`config.mk`:
```
export PLATFORM = sky130hd
export DESIGN_NAME = cps_ctrl
export DESIGN_NICKNAME = d
export VERILOG_FILES = /design/src/design/cps_pkg.sv /design/src/design/cps_ctrl.sv
export SDC_FILE = /design/constraint.sdc
export NUM_CORES = 1
export LEC_CHECK = 0
export BUFFER_PORTS_ARGS = -buffer_cell sky130_fd_sc_hd__buf_2
export CAP_MARGIN = 10
export CORE_MARGIN = 3
export CORE_UTILIZATION = 49
export CTS_BUF_LIST = sky130_fd_sc_hd__clkbuf_8
export DETAILED_ROUTE_END_ITERATION = 7
export GPL_ROUTABILITY_DRIVEN = 0
export PLACE_DENSITY_LB_ADDON = 0.05
export SYNTH_ARGS = -nofsm -noshare
export SYNTH_HDL_FRONTEND = slang
export SYNTH_SLANG_ARGS = --single-unit
```
`constraint.sdc`:
```
create_clock -name clock -period 1.5 [get_ports clock]
set_input_delay 0.3 -clock clock [delete_from_list [all_inputs] [get_ports clock]]
set_output_delay 0.3 -clock clock [all_outputs]
set_load 0.01 [all_outputs]
```
`src/design/cps_pkg.sv`:
```
// shared constants, payload types and sequencer state codes for the scheduler
`timescale 1ns / 1ps
package cps_pkg;

   localparam int MAX_TASKS = 64;
   localparam int MAX_EDGES = 1024;
   localparam int DUR_BITS  = 16;
   localparam int TIME_BITS = 23;
   localparam int NODES     = MAX_TASKS + 2;
   localparam int NODE_W    = 7;
   localparam int TASK_AW   = 6;
   localparam int EIDX_W    = 11;
   localparam int EADDR_W   = 10;
   localparam int DEG_W     = 11;

   localparam logic [TIME_BITS-1:0] TIME_MAX = {TIME_BITS{1'b1}};

   localparam logic [1:0] CMD_SET_DUR  = 2'd0;
   localparam logic [1:0] CMD_ADD_EDGE = 2'd1;
   localparam logic [1:0] CMD_COMPUTE  = 2'd2;
   localparam logic [1:0] CMD_UNUSED   = 2'd3;

   typedef struct packed {
      logic [1:0]          command;
      logic [NODE_W-1:0]   task_req;
      logic [NODE_W-1:0]   prerequisite;
      logic [DUR_BITS-1:0] duration;
   } req_type;

   typedef struct packed {
      logic [NODE_W-1:0]    task_index;
      logic [TIME_BITS-1:0] earliest_start;
      logic [TIME_BITS-1:0] latest_start;
      logic [TIME_BITS-1:0] project_length;
      logic                 last;
   } rsp_type;

   typedef enum logic [4:0] {
      ST_IDLE,
      ST_CLR,
      ST_CNT_RD, ST_CNT_EDGE, ST_CNT_WR,
      ST_SRC_RD, ST_SRC_CHK,
      ST_KAHN_POS, ST_KAHN_NODE, ST_KAHN_RD, ST_KAHN_EDGE, ST_KAHN_WR, ST_KAHN_SINK,
      ST_FWD_POS, ST_FWD_NODE, ST_FWD_RD, ST_FWD_EDGE, ST_FWD_ACC,
      ST_FWD_SRD, ST_FWD_SACC, ST_FWD_WR,
      ST_BWD_POS, ST_BWD_NODE, ST_BWD_DUR, ST_BWD_RD, ST_BWD_EDGE, ST_BWD_ACC,
      ST_BWD_WR,
      ST_EMIT_RD, ST_EMIT_OUT
   } cps_state_type;

   typedef struct packed {
      cps_state_type step;
      logic          load;
      logic          compute;
   } cps_cmd_type;

   typedef struct packed {
      logic clr_last;
      logic scan_end;
      logic edge_ok;
      logic hit_pre;
      logic hit_dep;
      logic t_over;
      logic pos_end;
      logic pos_zero;
      logic node_is_sink;
   } cps_status_type;

endpackage

```
`src/design/cps_ctrl.sv`:
```
// sequencer for load, graph ordering, forward and backward passes and row output
`timescale 1ns / 1ps
module cps_ctrl import cps_pkg::*; (
   input  logic           clock,
   input  logic           reset,
   input  logic           start,
   input  logic [1:0]     command,
   input  cps_status_type status,
   output cps_cmd_type    cmd,
   output logic           busy
);

   cps_state_type state_ff, state_in;

   always_ff @(posedge clock) begin
      if (reset) begin
         state_ff <= ST_IDLE;
      end else begin
         state_ff <= state_in;
      end
   end

   always_comb begin
      state_in    = state_ff;
      cmd.step    = state_ff;
      cmd.load    = 1'b0;
      cmd.compute = 1'b0;
      busy        = (state_ff != ST_IDLE);
      unique case (state_ff)
         ST_IDLE: begin
            if (start) begin
               cmd.load = 1'b1;
               if (command == CMD_COMPUTE) begin
                  cmd.compute = 1'b1;
                  state_in    = ST_CLR;
               end
            end
         end
         ST_CLR:       if (status.clr_last) state_in = ST_CNT_RD;
         ST_CNT_RD:    state_in = status.scan_end ? ST_SRC_RD : ST_CNT_EDGE;
         ST_CNT_EDGE:  state_in = status.edge_ok ? ST_CNT_WR : ST_CNT_RD;
         ST_CNT_WR:    state_in = ST_CNT_RD;
         ST_SRC_RD:    state_in = status.t_over ? ST_KAHN_POS : ST_SRC_CHK;
         ST_SRC_CHK:   state_in = ST_SRC_RD;
         ST_KAHN_POS:  state_in = status.pos_end ? ST_FWD_POS : ST_KAHN_NODE;
         ST_KAHN_NODE: state_in = status.node_is_sink ? ST_KAHN_POS : ST_KAHN_RD;
         ST_KAHN_RD:   state_in = status.scan_end ? ST_KAHN_SINK : ST_KAHN_EDGE;
         ST_KAHN_EDGE: state_in = status.hit_pre ? ST_KAHN_WR : ST_KAHN_RD;
         ST_KAHN_WR:   state_in = ST_KAHN_RD;
         ST_KAHN_SINK: state_in = ST_KAHN_POS;
         ST_FWD_POS:   state_in = status.pos_end ? ST_BWD_POS : ST_FWD_NODE;
         ST_FWD_NODE:  state_in = status.node_is_sink ? ST_FWD_SRD : ST_FWD_RD;
         ST_FWD_RD:    state_in = status.scan_end ? ST_FWD_WR : ST_FWD_EDGE;
         ST_FWD_EDGE:  state_in = status.hit_dep ? ST_FWD_ACC : ST_FWD_RD;
         ST_FWD_ACC:   state_in = ST_FWD_RD;
         ST_FWD_SRD:   state_in = status.t_over ? ST_FWD_WR : ST_FWD_SACC;
         ST_FWD_SACC:  state_in = ST_FWD_SRD;
         ST_FWD_WR:    state_in = ST_FWD_POS;
         ST_BWD_POS:   state_in = status.pos_zero ? ST_EMIT_RD : ST_BWD_NODE;
         ST_BWD_NODE:  state_in = status.node_is_sink ? ST_BWD_POS : ST_BWD_DUR;
         ST_BWD_DUR:   state_in = ST_BWD_RD;
         ST_BWD_RD:    state_in = status.scan_end ? ST_BWD_WR : ST_BWD_EDGE;
         ST_BWD_EDGE:  state_in = status.hit_pre ? ST_BWD_ACC : ST_BWD_RD;
         ST_BWD_ACC:   state_in = ST_BWD_RD;
         ST_BWD_WR:    state_in = ST_BWD_POS;
         ST_EMIT_RD:   state_in = status.t_over ? ST_IDLE : ST_EMIT_OUT;
         ST_EMIT_OUT:  state_in = ST_EMIT_RD;
         default:      state_in = ST_IDLE;
      endcase
   end

endmodule

```
### Word level (Yosys, flattened, before mapping)

Index checks and enable logic that the tools add are counted.

* latch bits: 0
* output and inout bits: 8
* register bits: 5
* ROM bits: 0
* memory bits (writable): 0
* memories kept: 0
* bits of input ports: 14
* word-level logic and storage cells: 62

* mux-type cells: 24
* shift-type cells: 0
* eq/ne operators: 33
* $lt $le $gt $ge: 0
* bitwise operators: 0
* reductions and logical operators: 4
* multipliers: 0
* divide/modulo/power cells: 0
* add/subtract/negate cells: 0

Operators with widths (number)
* $pmux 5 s29: 1
* $eq 5x5->1 const B: 14
* $eq 5x4->1 const B: 8
* $mux 5: 7
* $eq 5x3->1 const B: 4
* $mux 3: 6
* $mux 2: 6
* $eq 5x2->1 const B: 2
* $mux 4: 2
* $ne 2x2->1 const B: 3
* $eq 5x1->1 const B: 1
* $logic_not 5->1: 1
* $reduce_bool 5->1: 1
* $reduce_and 3->1: 1
* $eq 2x2->1 const B: 1
* $mux 1: 2
* $reduce_or 2->1: 1

### Logic depth before layout (Yosys ltp)

* word-level depth: 4
* mapped depth: 7
* gate-level depth less buffers: 5

### Worst setup path before layout

OpenSTA, ideal clock, no wires.

* kind: flip-flop to flip-flop
* from: register state_ff[2]
* to: register state_ff[1]
* setup time: 0.134 ns
* data arrival time: 1.409 ns
* period minus slack after synthesis: 1.543 ns
* slack: -0.043 ns
* cell stages (with the launch flop): 6
* required time: 1.366 ns
* cells stage by stage: dfxtp_1 > buf_4 > clkbuf_1 > o32ai_1 > a2111oi_0 > a211oi_1

* cells in the longest elaborated chain, start to end: 3
* elaborated cells between the ends (all ways): 36

RTL lines
* start, declared: line cps_ctrl.sv:13 `cps_state_type state_ff, state_in;`
* start signal, assigned: line cps_ctrl.sv:19 `state_ff <= state_in;`
* $eq 5x5->1 (tied with other cells): line cps_ctrl.sv:29 `unique case (state_ff)`
* $reduce_or 2->1 (no source line) or $ne 2x2->1 (tied branches)
* $pmux 5 s29 or $reduce_and 3->1 (tied branches)

Parallel ways exist; a longest one is shown, timed or not.
A chain may end at the register's enable or synchronous reset.

### Final worst setup path

* from: register state_ff[0]
* to: register state_ff[0]

Same word-level chain as after synthesis.

==> flow_summary_export.csv <==
group,metric,value,unit
outcome,status,"complete, but fails checks",
outcome,failed_checks,"negative setup slack",
timing,slew_violations,0,
yosys,syn_nets,135,
yosys,synth_edf_count,0,
timing,fmax,0.518,GHz
critical_path,r2r-start,"state_ff[0]",
detailed_routing,drtIter0Drc,155,
cells_and_area,reg.largest.list,"state_ff (5)",
die,ios,22,
clocking,cts_buffers,3,
global_route,antenna_found_initial,1,
power,power_density,585,mW/mm^2
cells_and_area,diodes,0,
global_route,grt_max_degree,19,
die,initial_core_util,54.9,%
worst_hold_path,hold_depth,2,
critical_path,rrSetupSlack,-430,ps
cells_and_area,largest_reg_flops,5,
worst_hold_path,holdPathEnd,"state_ff[1]",
run,maxCapViolations,0,
global_route,grtUsageTotal,37.5,%
detailed_routing,post_drt_wl_per_cell,24.9,microns
die,num_rows,14,
cells_and_area,final_core_util,96.3,%
detailed_routing,remaining_drc_errors,0,
place,portBuffers,21,
cells_and_area,syn2layout_area_growth,75.5,%
critical_path,crit_fanout,12,
detailed_routing,vias,1483,
clocking,h-tree-depth,1,
detailed_routing,dr.pass1.iters,5,
worst_hold_path,min_path_type,"input pin to register",
clocking,path_clk_slew,40,ps
power,power_frac_seq,17.9,%
power,combPwrFrac,52.4,%
timing,setup_viol,8,
cells_and_area,stdcell_area,0.00154,sq mm
timing,setup_ws,-431,ps
yosys,ys_seq_elements,5,
yosys,syn_area,875,sq um
yosys,synth_area_per_cell,7.23,sq um
die,die_w,48.2,microns
clocking,clkLatencyLatePin,240,ps
clocking,cts_tree,"done",
critical_path,r2r_end,"state_ff[0]",
timing,min_period_over_period,129,%
power,p_switching,343,uW
die,die_height,48.2,microns
clocking,cts.sinks,5,
detailed_routing,ant_nets,0,
detailed_routing,routed_wirelength,5.12,mm
power,switching_share,38.3,%
critical_path,worstSetupPathType,"register to register",
critical_path,crit_arrival,2060,ps
cells_and_area,top_register,"state_ff",
clocking,cts_root_buffer,"clkbuf_8",
timing,layout_min_cycle_time,1930,ps
timing,rsz0062_at_grt,"true",
critical_path,r2r_cells,6,
clocking,clockBufferDepth,2,
yosys,syn_inst,121,
global_route,grt_first_pass_wirelength,5.87,mm
detailed_routing,post_drt_via_cell_ratio,7.20,
global_route,grt_pass1_vias,1180,
cells_and_area,drive_above_1_share,61.0,%
critical_path,critPathRequiredTime,1630,ps
timing,tightest_slew,567,ps
critical_path,start_kind,"register",
place,post-dp-hpwl,2.35,mm
cells_and_area,finalNetCount,197,
yosys,ys_seq_area_share,11.4,%
power,p_leak,0.000639,uW
yosys,synthArstFlopShare,0,%
timing,finalHoldViolations,0,
place,post_dp_cell_area,0.00124,sq mm
die,design.die.area,0.00233,sq mm
die,core_area,0.00159,sq mm
timing,clock-skew-final,4.72,ps
global_route,grt-ovfl-total,0,
worst_hold_path,min_from,"reset",
critical_path,end_kind,"register",
power,p_clk_share,29.7,%
yosys,ys.flop_type,"dfxtp_1",
clocking,cts_hold_buf,0,
timing,relSlewSlack,62.1,%
power,p_int,554,uW
yosys,yosysWarnings,0,
yosys,synthDistinctLibCells,49,
power,ir_drop,657,uV
## critical path, cell delays in order (launching register included)
cell      delay (ps)
dfxtp_4          390
buf_4            150
nor3b_1          490
o21ai_0          250
a21oi_2          210
nor3_2            70
a221oi_2         250
## cell families (layout without fill, tap and decap cells)
group	count (synthesis)	in the layout	share of synthesized area, %
buffers and inverters	17	78	11.7
AO/OA/AOI/OAI	47	47	38.3
flip-flops	5	5	11.4
AND/OR/NAND/NOR	52	52	38.5
## synth_stat cells (2+ instances only)
library cell	number	area [sq um]
nand2_1	6	22.5
a31oi_1	4	25.0
a21oi_1	12	60.1
o21ai_0	7	35.0
nor3_2	2	20.0
nor3b_1	5	37.5
o32ai_1	3	26.3
inv_1	4	15.0
and3b_1	2	17.5
buf_2	7	35.0
buf_4	2	15.0
nor3_1	4	20.0
nand3_1	2	10.0
o22ai_1	2	12.5
nand2b_1	5	31.3
nor4b_1	2	17.5
nor2_1	7	26.3
nor2b_1	5	31.3
a311oi_1	2	17.5
buf_6	3	33.8
dfxtp_1	5	100
o221ai_1	2	17.5
and3_1	2	12.5
## layout by cell type, fill, tap and decap left out, types with 2 or more instances in the layout
cell type	Yosys	layout
buf_4	2	40
a21oi_2	0	3
nand2b_1	5	3
o22ai_1	2	2
nand2_2	0	2
a31oi_1	4	3
a221oi_2	1	2
nor2_1	7	6
dfxtp_4	0	3
nand3_1	2	2
nor2b_2	0	2
nor2b_1	5	3
o32ai_1	3	2
o21ai_1	1	2
nor3_1	4	3
buf_6	3	8
and3b_1	2	2
nand2b_4	0	2
nor3b_1	5	5
inv_1	4	4
a21oi_1	12	8
clkbuf_8	0	3
buf_2	7	21
nor3_2	2	2
o21ai_0	7	5
o21ai_2	1	2
nand2_1	6	4
## worst max-delay path by stage
stage | startpoint | endpoint | slack [ps] | cells after the start
final | state_ff[0] | state_ff[0] | -430 | 6
after global routing | state_ff[3] | state_ff[2] | -380 | 7
after CTS | state_ff[3] | cmd[0] | -170 | 6
after detailed placement | state_ff[3] | state_ff[0] | -260 | 7
after global placement | state_ff[3] | state_ff[0] | -220 | 7
after floorplan | state_ff[2] | state_ff[1] | -20 | 6
## per-layer routing
metal | track usage (%) | vias up | part of all wire (%) | wire length (microns)
met2 | 60.9 | 162 | 44 | 2250
met1 | 48.5 | 657 | 32 | 1650
met3 | 8.49 | 66 | 15 | 759
li1 | - | 598 | - | -
met4 | 12.9 | 0 | 9.1 | 468
met5 | 0 | - | 0 | 0
## stage by stage
step           power [uW]  cells  setup WS [ps]  TNS [ps]  hold WS, ps
2_1_floorplan         345    121          -19.3     -19.3          359
3_3_place_gp          513    194           -223      -781          542
3_5_place_dp          521    194           -257      -939          538
4_1_cts               816    203           -173      -733          305
5_1_grt               930    206           -382     -1870          338
6_report              898    206           -431     -1680          343
## power by group through the flow
stage / logic [uW] / clock network (uW) / registers (uW)
2_1_floorplan: 189 / 0 / 156
3_3_place_gp: 352 / 0 / 161
3_5_place_dp: 359 / 0 / 162
4_1_cts: 405 / 252 / 159
5_1_grt: 493 / 275 / 161
6_report: 471 / 266 / 161
## cell type report
type	instances	area, sq um
fillers	34	58.8
clock inverters	1	3.75
flip-flops and latches	5	113
repair buffers	70	510
well taps	24	30.0
multi-input cells	99	818
inverters	4	18.8
clock buffers	3	41.3
## what timing repair did
item,CTS,global route
buffers inserted,5,3
gates resized for setup,27,19
endpoints found under the setup margin,8,8
pin swaps,8,6
Power figures use the tool's default switching activity.
